<file path="src/hdl/assert_macros.svh">
// ----------------------------------------------------------------------------
// assert_macros.svh
// Assertion shorthands shared by the ready queue modules.
// ----------------------------------------------------------------------------
`ifndef ASSERT_MACROS_SVH
`define ASSERT_MACROS_SVH

// Clocked check, muted while reset is held.
`define PRQ_ASSERT(lbl, clk, rst, prop, msg) \
  lbl: assert property (@(posedge clk) disable iff (rst) prop) else $error(msg);

// Clocked check that also holds through reset.
`define PRQ_ASSERT_ALWAYS(lbl, clk, prop, msg) \
  lbl: assert property (@(posedge clk) prop) else $error(msg);

`endif

</file>
<file path="src/hdl/prq_pkg.sv">
// ----------------------------------------------------------------------------
// prq_pkg
// Operation and status codes plus the controller/datapath interface structs.
// ----------------------------------------------------------------------------
`default_nettype none

package prq_pkg;

  // Request opcodes
  typedef enum logic [1:0] {
    OP_PUSH    = 2'd0,
    OP_PREEMPT = 2'd1,
    OP_POP     = 2'd2,
    OP_NONE    = 2'd3
  } op_t;

  // Result status codes
  typedef enum logic [1:0] {
    ST_DONE  = 2'd0,
    ST_FULL  = 2'd1,
    ST_EMPTY = 2'd2
  } status_t;

  // Controller to datapath
  typedef struct packed {
    logic start;      // latch request, read level record
    logic look;       // update level record, write or read slot
    logic capture;    // take popped task from slot memory
    logic load_out;   // move result into output register
    logic walk_step;  // step top level down by one
  } prq_cmd_t;

  // Datapath to controller
  typedef struct packed {
    logic pop_hit;    // pop finds a task at the top level
    logic walk_done;  // top level is occupied or zero
  } prq_stat_t;

endpackage

`default_nettype wire

</file>
<file path="src/hdl/priority_ready_queue_unit.sv">
// ----------------------------------------------------------------------------
// priority_ready_queue_unit
// Task ready queue with one ring FIFO of task ids per priority level. Op 0
// appends a task at the tail of its level, op 1 inserts it ahead of the head,
// op 2 pops the head of the highest occupied level, op 3 does nothing. Every
// request beat returns exactly one result beat: a push reports done or full
// (full also for a level not below NUM_LEVELS), a pop on an empty queue
// returns task 0, priority 0 with status empty. Requests are handled one at a
// time by a sequencer around two single-port RAMs (level records, task slots):
// request latch with level record read, record update with slot write or
// read, task capture on a pop, result load; a pop that empties the top level
// walks it down before the next request is taken. A finished result waits in
// the output register while the next request is accepted.
// ----------------------------------------------------------------------------
`default_nettype none

module priority_ready_queue_unit #(
  parameter int NUM_LEVELS  = 16,
  parameter int LEVEL_DEPTH = 16
) (
  input  logic       clk,
  input  logic       rst,
  // request channel
  input  logic       in_valid,
  output logic       in_stall,
  input  logic [1:0] op,
  input  logic [7:0] task_id,
  input  logic [3:0] priority_req,
  // result channel
  output logic       out_valid,
  input  logic       out_stall,
  output logic [7:0] popped_task,
  output logic [3:0] popped_priority,
  output logic [1:0] status
);

  prq_pkg::prq_cmd_t  cmd;
  prq_pkg::prq_stat_t stat;

  prq_ctrl u_ctrl (
    .clk       (clk),
    .rst       (rst),
    .in_valid  (in_valid),
    .in_stall  (in_stall),
    .out_valid (out_valid),
    .out_stall (out_stall),
    .stat      (stat),
    .cmd       (cmd)
  );

  prq_dpath #(
    .NUM_LEVELS  (NUM_LEVELS),
    .LEVEL_DEPTH (LEVEL_DEPTH)
  ) u_dpath (
    .clk             (clk),
    .rst             (rst),
    .cmd             (cmd),
    .stat            (stat),
    .op              (op),
    .task_id         (task_id),
    .priority_req    (priority_req),
    .popped_task     (popped_task),
    .popped_priority (popped_priority),
    .status          (status)
  );

endmodule

`default_nettype wire

</file>
<file path="src/hdl/prq_ram.sv">
// ----------------------------------------------------------------------------
// prq_ram
// Single-port RAM, one write or read per cycle, registered read data.
// ----------------------------------------------------------------------------
`default_nettype none

module prq_ram #(
  parameter int WIDTH = 8,
  parameter int DEPTH = 16,
  localparam int AW = $clog2(DEPTH)
) (
  input  logic             clk,
  input  logic             we,
  input  logic [AW-1:0]    addr,
  input  logic [WIDTH-1:0] wdata,
  output logic [WIDTH-1:0] rdata
);

  logic [WIDTH-1:0] mem [DEPTH];

  // Write port and registered read
  always_ff @(posedge clk) begin
    if (we) begin
      mem[addr] <= wdata;
    end
    rdata <= mem[addr];
  end

endmodule

`default_nettype wire

</file>
<file path="src/hdl/prq_ctrl.sv">
// ----------------------------------------------------------------------------
// prq_ctrl
// Sequencer for the ready queue: request intake, level update, slot read,
// result hand-off and the top level walk after a pop empties a level.
// ----------------------------------------------------------------------------
`default_nettype none
`include "assert_macros.svh"

module prq_ctrl (
  input  logic                clk,
  input  logic                rst,
  input  logic                in_valid,
  output logic                in_stall,
  output logic                out_valid,
  input  logic                out_stall,
  input  prq_pkg::prq_stat_t  stat,
  output prq_pkg::prq_cmd_t   cmd
);

  typedef enum logic [2:0] {
    S_IDLE,
    S_LOOK,
    S_READ,
    S_DONE,
    S_WALK
  } state_t;

  state_t state;

  // Output register can take a beat this cycle
  logic out_free;
  assign out_free = !out_valid || !out_stall;

  assign in_stall = (state != S_IDLE);

  // Commands decoded from state
  always_comb begin
    cmd.start     = (state == S_IDLE) && in_valid;
    cmd.look      = (state == S_LOOK);
    cmd.capture   = (state == S_READ);
    cmd.load_out  = (state == S_DONE) && out_free;
    cmd.walk_step = (state == S_WALK) && !stat.walk_done;
  end

  // State and output valid
  always_ff @(posedge clk) begin
    if (rst) begin
      state     <= S_IDLE;
      out_valid <= 1'b0;
    end else begin
      if (cmd.load_out) begin
        out_valid <= 1'b1;
      end else if (!out_stall) begin
        out_valid <= 1'b0;
      end
      case (state)
        S_IDLE: begin
          if (in_valid) state <= S_LOOK;
        end
        S_LOOK: begin
          state <= stat.pop_hit ? S_READ : S_DONE;
        end
        S_READ: begin
          state <= S_DONE;
        end
        S_DONE: begin
          if (out_free) state <= stat.walk_done ? S_IDLE : S_WALK;
        end
        S_WALK: begin
          if (stat.walk_done) state <= S_IDLE;
        end
        default: begin
          state <= S_IDLE;
        end
      endcase
    end
  end

  `PRQ_ASSERT(a_load_when_free, clk, rst, cmd.load_out |-> !(out_valid && out_stall), "result overwrote a waiting beat")
  `PRQ_ASSERT(a_read_after_hit, clk, rst, (state == S_READ) |-> $past(stat.pop_hit), "slot read without a pop hit")
  `PRQ_ASSERT_ALWAYS(a_valid_from_done, clk, $rose(out_valid) |-> $past(state == S_DONE), "output valid rose outside result hand-off")

endmodule

`default_nettype wire

</file>
<file path="src/hdl/prq_dpath.sv">
// ----------------------------------------------------------------------------
// prq_dpath
// Ready queue datapath: request registers, level record RAM (head, tail,
// count), slot RAM, per-level occupied bits, top level and result registers.
// ----------------------------------------------------------------------------
`default_nettype none
`include "assert_macros.svh"

module prq_dpath #(
  parameter int NUM_LEVELS  = 16,
  parameter int LEVEL_DEPTH = 16
) (
  input  logic               clk,
  input  logic               rst,
  input  prq_pkg::prq_cmd_t  cmd,
  output prq_pkg::prq_stat_t stat,
  input  logic [1:0]         op,
  input  logic [7:0]         task_id,
  input  logic [3:0]         priority_req,
  output logic [7:0]         popped_task,
  output logic [3:0]         popped_priority,
  output logic [1:0]         status
);

  localparam int LVL_W   = $clog2(NUM_LEVELS);
  localparam int LVL_CNT = 1 << LVL_W;
  localparam int SLOT_W  = $clog2(LEVEL_DEPTH);
  localparam int CNT_W   = $clog2(LEVEL_DEPTH + 1);
  localparam int REC_W   = 2 * SLOT_W + CNT_W;
  localparam int SADDR_W = LVL_W + SLOT_W;
  localparam logic [SLOT_W-1:0] SLOT_LAST = SLOT_W'(LEVEL_DEPTH - 1);
  localparam logic [CNT_W-1:0]  CNT_FULL  = CNT_W'(LEVEL_DEPTH);
  localparam logic [CNT_W-1:0]  CNT_ONE   = CNT_W'(1);

  // Request registers
  prq_pkg::op_t      op_q;
  logic [7:0]        task_q;
  logic [LVL_W-1:0]  lvl_q;
  logic              in_range_q;

  // Control state
  logic [LVL_W-1:0]   top;
  logic [LVL_CNT-1:0] occupied;

  // Result registers
  logic [7:0]           res_task;
  logic [3:0]           res_prio;
  prq_pkg::status_t     res_status;

  // RAM ports
  logic               lvl_we;
  logic [LVL_W-1:0]   lvl_addr;
  logic [REC_W-1:0]   lvl_wdata;
  logic [REC_W-1:0]   lvl_rdata;
  logic               slot_we;
  logic [SADDR_W-1:0] slot_addr;
  logic [7:0]         slot_rdata;

  // Working values for the update step
  logic              is_pop;
  logic              is_push;
  logic [LVL_W-1:0]  start_lvl;
  logic [LVL_W-1:0]  cur_lvl;
  logic [REC_W-1:0]  rec;
  logic [SLOT_W-1:0] rec_head;
  logic [SLOT_W-1:0] rec_tail;
  logic [CNT_W-1:0]  rec_cnt;
  logic [SLOT_W-1:0] head_prev;
  logic [SLOT_W-1:0] head_next;
  logic [SLOT_W-1:0] tail_next;
  logic [SLOT_W-1:0] push_slot;
  logic              push_ok;
  logic              pop_hit;

  assign start_lvl = (prq_pkg::op_t'(op) == prq_pkg::OP_POP) ? top : LVL_W'(priority_req);

  assign is_pop  = (op_q == prq_pkg::OP_POP);
  assign is_push = (op_q == prq_pkg::OP_PUSH) || (op_q == prq_pkg::OP_PREEMPT);
  assign cur_lvl = is_pop ? top : lvl_q;

  // An unoccupied level reads as an empty ring at slot zero
  assign rec      = occupied[cur_lvl] ? lvl_rdata : '0;
  assign rec_head = rec[REC_W-1 -: SLOT_W];
  assign rec_tail = rec[CNT_W+SLOT_W-1 -: SLOT_W];
  assign rec_cnt  = rec[CNT_W-1:0];

  // Ring index wrap, depth need not be a power of two
  assign head_prev = (rec_head == '0) ? SLOT_LAST : rec_head - 1'b1;
  assign head_next = (rec_head == SLOT_LAST) ? '0 : rec_head + 1'b1;
  assign tail_next = (rec_tail == SLOT_LAST) ? '0 : rec_tail + 1'b1;

  assign push_ok   = is_push && in_range_q && (rec_cnt != CNT_FULL);
  assign pop_hit   = is_pop && occupied[top];
  assign push_slot = (op_q == prq_pkg::OP_PREEMPT) ? head_prev : rec_tail;

  // Level record update
  always_comb begin
    if (pop_hit) begin
      lvl_wdata = {head_next, rec_tail, rec_cnt - 1'b1};
    end else if (op_q == prq_pkg::OP_PREEMPT) begin
      lvl_wdata = {head_prev, rec_tail, rec_cnt + 1'b1};
    end else begin
      lvl_wdata = {rec_head, tail_next, rec_cnt + 1'b1};
    end
  end

  assign lvl_we    = cmd.look && (push_ok || pop_hit);
  assign lvl_addr  = cmd.start ? start_lvl : cur_lvl;
  assign slot_we   = cmd.look && push_ok;
  assign slot_addr = {cur_lvl, (pop_hit ? rec_head : push_slot)};

  prq_ram #(
    .WIDTH (REC_W),
    .DEPTH (LVL_CNT)
  ) u_level_ram (
    .clk   (clk),
    .we    (lvl_we),
    .addr  (lvl_addr),
    .wdata (lvl_wdata),
    .rdata (lvl_rdata)
  );

  prq_ram #(
    .WIDTH (8),
    .DEPTH (LVL_CNT << SLOT_W)
  ) u_slot_ram (
    .clk   (clk),
    .we    (slot_we),
    .addr  (slot_addr),
    .wdata (task_q),
    .rdata (slot_rdata)
  );

  // Top level and occupied bits
  always_ff @(posedge clk) begin
    if (rst) begin
      top      <= '0;
      occupied <= '0;
    end else begin
      if (cmd.look && push_ok) begin
        occupied[lvl_q] <= 1'b1;
        if (lvl_q > top) top <= lvl_q;
      end
      if (cmd.look && pop_hit && (rec_cnt == CNT_ONE)) begin
        occupied[top] <= 1'b0;
      end
      if (cmd.walk_step) begin
        top <= top - 1'b1;
      end
    end
  end

  // Request, result and output payload
  always_ff @(posedge clk) begin
    if (cmd.start) begin
      op_q       <= prq_pkg::op_t'(op);
      task_q     <= task_id;
      lvl_q      <= LVL_W'(priority_req);
      in_range_q <= (32'(priority_req) < 32'(NUM_LEVELS));
    end
    if (cmd.look) begin
      res_task <= '0;
      res_prio <= pop_hit ? 4'(top) : 4'd0;
      if (is_pop) begin
        res_status <= pop_hit ? prq_pkg::ST_DONE : prq_pkg::ST_EMPTY;
      end else if (is_push) begin
        res_status <= push_ok ? prq_pkg::ST_DONE : prq_pkg::ST_FULL;
      end else begin
        res_status <= prq_pkg::ST_DONE;
      end
    end
    if (cmd.capture) begin
      res_task <= slot_rdata;
    end
    if (cmd.load_out) begin
      popped_task     <= res_task;
      popped_priority <= res_prio;
      status          <= res_status;
    end
  end

  assign stat.pop_hit   = pop_hit;
  assign stat.walk_done = (top == '0) || occupied[top];

  `PRQ_ASSERT(a_top_settled, clk, rst, cmd.start |-> stat.walk_done, "request taken before top level settled")
  `PRQ_ASSERT(a_pop_nonzero, clk, rst, (cmd.look && pop_hit) |-> (rec_cnt != '0), "occupied level with zero count")
  `PRQ_ASSERT(a_push_bounds, clk, rst, (cmd.look && push_ok) |-> ((32'(lvl_q) < 32'(NUM_LEVELS)) && (rec_cnt < CNT_FULL)), "push past level bounds")

endmodule

`default_nettype wire

</file>
<file path="config.mk">
export PLATFORM = sky130hd
export DESIGN_NAME = priority_ready_queue_unit
export DESIGN_NICKNAME = d
export VERILOG_FILES = /design/src/hdl/prq_pkg.sv /design/src/hdl/priority_ready_queue_unit.sv /design/src/hdl/prq_ram.sv /design/src/hdl/prq_ctrl.sv /design/src/hdl/prq_dpath.sv
export VERILOG_INCLUDE_DIRS = /design/src /design/src/hdl
export SDC_FILE = /design/constraint.sdc
export NUM_CORES = 2
export LEC_CHECK = 0
export BUFFER_PORTS_ARGS = -buffer_cell sky130_fd_sc_hd__buf_2
export CORE_MARGIN = 2
export CORE_UTILIZATION = 38
export DETAILED_ROUTE_END_ITERATION = 8
export REMOVE_ABC_BUFFERS = 1
export SLEW_MARGIN = 20
export SYNTH_ARGS = -nofsm -noshare
export SYNTH_HDL_FRONTEND = slang
export SYNTH_SLANG_ARGS = --single-unit
</file>
<file path="constraint.sdc">
create_clock -name clk -period 15.5 [get_ports clk]
set_input_delay 4.65 -clock clk [delete_from_list [all_inputs] [get_ports clk]]
set_output_delay 4.65 -clock clk [all_outputs]
set_load 0.01 [all_outputs]
</file>
Word-level counts from Yosys, hierarchy flattened

Memories as Yosys holds them, arrays and structs flattened. A register that Yosys moved wholly into a read port is not among the register bits.
Cells that the tools add are included.

Bits in registers: 66
RAM bits: 2256
Word-level logic and storage cells: 116
Memories kept: 2

Memory list:

| memory                  | depth | bits a word | rd ports | clocked after memory_dff | wr ports | line          | text |
|---|---|---|---|---|---|---|---|
| u_dpath.u_slot_ram.mem  | 256   | 8           | 1        | 1                        | 1        | prq_ram.sv:19 | `logic [WIDTH-1:0] mem [DEPTH];` |
| u_dpath.u_level_ram.mem | 16    | 13          | 1        | 1                        | 1        | prq_ram.sv:19 |  |

$add $sub $neg: 6
$lt $le $gt $ge: 6
Equal/unequal tests: 15
Multiplexer cells: 43
Bitwise operators: 3
Reductions and logical operators: 28

Operator list:

| kind                                                       | number |
|---|---|
| two-way mux 16 bit                                         | 3 |
| two-way mux 4 bit                                          | 11 |
| two-way mux 13 bit                                         | 3 |
| bitwise AND 16 bit                                         | 1 |
| two-way mux 8 bit                                          | 2 |
| NOT 16 bit                                                 | 1 |
| OR 16 bit                                                  | 1 |
| less-than comparator 4 x 5 -> 1 bit, second input constant | 3 |
| one-hot mux 3 bit (5 select lines)                         | 1 |
| two-way mux 1 bit                                          | 12 |
| two-way mux 3 bit                                          | 4 |
| logical AND 1 bit                                          | 11 |
| adder 4 x 1 -> 4 bit, second input constant                | 2 |
| binary-select mux 1 bit (select 4 bit)                     | 2 |
| demux 1 bit (select 4 bit)                                 | 2 |
| equality test 4 bit, second input constant                 | 2 |
| >= comparator 4 x 1 -> 1 bit, second input constant        | 2 |
| logical NOT 4 bit                                          | 2 |
| subtractor 4 x 1 -> 4 bit, second input constant           | 2 |
| equality test 3 x 2 -> 1 bit, second input constant        | 2 |
| two-way mux 2 bit                                          | 3 |
| != test 2 x 1 -> 1 bit, second input constant              | 3 |
| nonzero test 2 bit                                         | 3 |
| adder 5 x 1 -> 5 bit, second input constant                | 1 |
| other kinds (16)                                           | 22 |

Logic depth before layout (Yosys ltp)

Depth in word-level cells: 12
Depth in mapped cells: 26

Cells and area by module

From an unflattened synthesis, not the netlist that was laid out.

Cell total of the unflattened synthesis: 4274
Area total of the unflattened synthesis: 90506.8 sq um

By module, submodules not included:

| module                         | instances | cells each | area each (sq um) |
|---|---|---|---|
| prq_ram at u_dpath.u_slot_ram  | 1         | 3547       | 78492.8 |
| prq_ram at u_dpath.u_level_ram | 1         | 357        | 8216.6 |
| prq_dpath                      | 1         | 346        | 3599.7 |
| prq_ctrl                       | 1         | 24         | 197.7 |

Worst setup path after synthesis

Ideal clock, no wire load.

Kind: input -> register
Start point: input in_valid
End point: memory u_dpath.u_level_ram.mem[1][0] (netlist bit), enable pin
Setup time: 0.382 ns
Arrival: 7.356 ns
Required time: 15.118 ns
Path slack: 7.762 ns
Stages: 10
Path buffers: 3
Cell sequence: inv_1 nor2_1 o211ai_1 o21a_1 clkbuf_1 clkbuf_1 clkbuf_1 a21oi_1 nand2_1 nor2_1

RTL lines:

| what        | line                            | text |
|---|---|---|
| from (decl) | priority_ready_queue_unit.sv:24 | `input logic in_valid,` |
| to (decl)   | prq_ram.sv:19                   |  |

Worst setup path in the final report

Start point: register u_dpath.op_q[0]
End point: register u_dpath.u_slot_ram.rdata[1], read port of u_dpath.u_slot_ram.mem

Word-level cells in the longest chain between the ends: 9
Elaborated cells on any way between the ends: 12

RTL lines:

| what                                                           | line             | text |
|---|---|---|
| from (decl)                                                    | prq_dpath.sv:36  | `prq_pkg::op_t op_q;` |
| from (signal assigned)                                         | prq_dpath.sv:156 | `op_q <= prq_pkg::op_t'(op);` |
| equality test 2 bit                                            | prq_dpath.sv:77  | `assign is_pop = (op_q == prq_pkg::OP_POP);` |
| two-way mux 4 bit                                              | prq_dpath.sv:79  | `assign cur_lvl = is_pop ? top : lvl_q;` |
| binary-select mux 1 bit (select 4 bit)                         | prq_dpath.sv:82  | `assign rec = occupied[cur_lvl] ? lvl_rdata : '0;` |
| two-way mux 1 bit (not written as such)                        | prq_dpath.sv:82  |  |
| two-way mux 13 bit                                             | prq_dpath.sv:82  |  |
| subtractor 4 x 1 -> 4 bit or logical NOT 4 bit (tied branches) | prq_dpath.sv:88  | `assign head_prev = (rec_head == '0) ? SLOT_LAST : rec_head - 1'b1;` |
| two-way mux 4 bit                                              | prq_dpath.sv:88  |  |
| two-way mux 4 bit                                              | prq_dpath.sv:94  | `assign push_slot = (op_q == prq_pkg::OP_PREEMPT) ? head_prev : rec_tail;` |
| two-way mux 4 bit                                              | prq_dpath.sv:110 | `assign slot_addr = {cur_lvl, (pop_hit ? rec_head : push_slot)};` |
| to (decl)                                                      | prq_ram.sv:16    | `output logic [WIDTH-1:0] rdata` |

Parallel ways exist; a longest one is shown, timed or not. The select of a mux whose other input is x is not followed.
A chain may end at the register's enable or synchronous reset.

==> flow_metrics.tcl <==
set metrics [dict create \
    outcome "finished clean" \
    viasPerCell 5.81 \
    worstPathRequired_ns 16.20 \
    cp_cell_sequence "and2b_1 > mux2i_2 > nor2_1 > a32oi_1 > and3_1 > nand2_1 > ha_1 > nand2b_4 > nand2_8 > buf_4 > buf_4 > a211oi_1 > a311oi_1 > a31oi_1 > a31oi_1 > o21ai_0 > nand4_1 > nand4b_1" \
    max_cap_violations 0 \
    drive_gt1_share_pct 7.69 \
    rsz0062_at_grt "no" \
    power.leakage_nw 34.3 \
    pin_count 34 \
    powerDensity_nw_per_um2 152 \
    synth-main-ff-cell "edfxtp_1" \
    core_area_um2 246000 \
    synth_top_area_share_pct 73.2 \
    clock-skew-final_ns 0.0371 \
    overflow 0 \
    area_growth_pct 11.3 \
    die_area_um2 252000 \
    crit_family "simple AND/OR/NAND/NOR gates" \
    syn_area_per_cell_um2 13.0 \
    seq_area_frac_synth_pct 74.1 \
    grt_pass1_wl_mm 408 \
    synth_warnings 0 \
    fmax_ghz 0.110 \
    portBuffers 33 \
    power_mw 16.0 \
    synth_area_leaders "edfxtp_1 73%, nand2_1 7.4%, nand3_1 4.0%" \
    clk_pin_slew_ns 0.06 \
    cp.arrival_ns 9.76 \
    tightest_slew_ns 1.24 \
    design_area_um2 105000 \
    startpoint "u_dpath.op_q[0]" \
    dp.cells 10169 \
    end_kind "flop" \
    wire_per_inst_um 26.7 \
    finalSetupViolCount 0 \
    cts_hold_buf 0 \
    cts_buffers 227 \
    path_buf_inv 2 \
    ff2ff_path_depth 18 \
    die_h_um 502 \
    rows 182 \
    htree_levels 4 \
    cts_tree "yes" \
    critical_path_class "reg -> reg" \
    track_usage_pct 21.8 \
    cp_max_fo 100 \
    postRouteAntennaNets 0 \
    cts_buffer_depth 3 \
    nets 7120 \
    antenna_found_initial 10 \
    drt-initial-drc-count 8746 \
    cp-endpoint "u_dpath.u_slot_ram.rdata[1]" \
    peakVddDrop_mv 0.148 \
    finalHoldViolCount 0 \
    clkLatencyLatePin_ns 0.89 \
    postCtsSetupRepairBufs 0 \
    drc 0 \
    gp_congestion 0.862 \
    relSlewSlack_pct 17.3 \
    synth_seq_cells 2343 \
    initial_core_util_pct 38.3 \
    clkSinkCount 2343 \
    grt_pass1_vias 58252 \
    cp_num_cells 18 \
    synth-async-reset-ratio_pct 0 \
    whs_ns 0.419 \
    fin_tns_setup_ns 0 \
    synth-edff-count 2298 \
    max_stage_delay_ns 0.91 \
    cts-root-buf "clkbuf_16" \
    stdcell_count 10598 \
    dr.pass1.iters 6 \
    place_area_um2 97600 \
    vias 61621 \
    dp_hpwl_mm 158 \
    syn_area_um2 94300 \
    r2r-start "u_dpath.op_q[0]" \
    synthCells 7235 \
    yosysTopAreaCell "edfxtp_1" \
    die-width_um 502 \
    maxSlewViolCount 0 \
    r2r_slack_ns 6.45 \
    post-route-min-period_ns 9.05 \
    crit_slowest_cell "mux2i_2" \
    synth.most_common_cell "edfxtp_1" \
    start_kind "flop" \
    ctsResizeCount 0 \
    drt-total-wl_mm 283 \
    r2r-end "u_dpath.u_slot_ram.rdata[1]" \
    yosys-top-cells-count "2,298 x edfxtp_1, 1,872 x nand2_1, 755 x nand3_1" \
    ys_types 73 \
    grt_start_max_net_pins 212 \
    hp-class "reg -> reg" \
    fin_crit_sh_pct 58.4 \
]
[registers in the layout, indices dropped and copies added (netlist names)]
name / count
u_dpath.lvl_q: 4
u_dpath.res_task: 8
u_dpath.op_q: 2
u_dpath.occupied: 16
u_ctrl.state: 3
u_dpath.res_status: 2
u_dpath.u_slot_ram.rdata: 8
u_dpath.u_level_ram.mem: 208
u_dpath.task_q: 8
u_dpath.popped_task: 8
u_dpath.status: 2
u_dpath.u_level_ram.rdata: 13
u_dpath.res_prio: 4
u_dpath.u_slot_ram.mem: 2048
u_ctrl.out_valid: 1
u_dpath.popped_priority: 4
u_dpath.top: 4
[how the worst min path moves through the flow]
stage / from / to / cells past startpoint
final: u_dpath.res_task[1] / u_dpath.popped_task[1] / 0
after global routing: u_dpath.res_task[2] / u_dpath.popped_task[2] / 0
after CTS: u_dpath.res_task[2] / u_dpath.popped_task[2] / 0
after detailed placement: u_dpath.res_task[1] / u_dpath.popped_task[1] / 0
after global placement: u_dpath.res_task[1] / u_dpath.popped_task[1] / 0
after floorplan: u_dpath.res_prio[0] / u_dpath.popped_priority[0] / 0
[routing by layer]
layer | vias to the layer above | track usage [%] | wire length [um]
li1 | 26696 | - | -
met1 | 30928 | 31.1 | 117000
met2 | 3472 | 33.6 | 129000
met3 | 519 | 4.14 | 28300
met4 | 6 | 6.86 | 9280
met5 | - | 0 | 34
[cell type report]
cell class,instances,area (um2)
clock buffers,300,6110
fillers,22312,141000
multi-input cells,4345,22300
well taps,3312,4140
diodes,5,12.5
clock inverters,123,1200
repair buffers,146,1270
flip-flops and latches,2343,69900
inverters,24,90.1
[per-stage QoR]
| step | util (%) | setup slack, ns |
|---|---|---|
| final | 42.6 | 6.45 |
| after CTS | 42.6 | 6.78 |
| after detailed placement | 39.6 | 6.83 |
| after global routing | 42.6 | 6.27 |
| after global placement | 39.6 | 6.92 |
| after floorplan | - | -9.51 |
[worst reg2reg max path, stage by stage (launching register included)]
cell	delay [ns]
edfxtp_1	0.54
and2b_1	0.39
mux2i_2	0.91
nor2_1	0.17
a32oi_1	0.70
and3_1	0.82
nand2_1	0.30
ha_1	0.42
nand2b_4	0.36
nand2_8	0.49
buf_4	0.69
buf_4	0.48
a211oi_1	0.32
a311oi_1	0.09
a31oi_1	0.48
a31oi_1	0.17
o21ai_0	0.72
nand4_1	0.50
nand4b_1	0.35
[cell families after synthesis]
group	share of synthesized area (%)
buffers and inverters	2.65
muxes	0.436
AOI/OAI and AO/OA	7.35
DFF	74.1
xor gates and xnor gates	0.0557
adders and majority gates	0.199
and+or+nand+nor	15.2
[cell usage in the layout, fill, tap and decap left out, drive strengths merged, types with 16 or more instances in the layout]
| cell type | synthesis | final |
|---|---|---|
| a211oi | 228 | 228 |
| a21oi | 138 | 138 |
| a221oi | 16 | 16 |
| a311oi | 86 | 86 |
| a31oi | 255 | 255 |
| a32oi | 131 | 131 |
| and2 | 64 | 64 |
| and3 | 219 | 219 |
| buf | 325 | 146 |
| bufinv | 0 | 18 |
| clkbuf | 198 | 300 |
| clkinv | 0 | 89 |
| dfxtp | 45 | 45 |
| edfxtp | 2298 | 2298 |
| inv | 24 | 34 |
| mux2i | 23 | 23 |
| nand2 | 1873 | 1873 |
| nand3 | 755 | 755 |
| nand4 | 19 | 19 |
| nor2 | 333 | 333 |
| o21ai | 28 | 28 |
[power by group]
group          leakage, nW  switching [mW]  internal, mW
clock network         3.58            2.42          3.07
registers             21.1          0.0447          7.10
logic                 9.67            2.55         0.799
No activity file was read; power rests on OpenSTA's default activity.
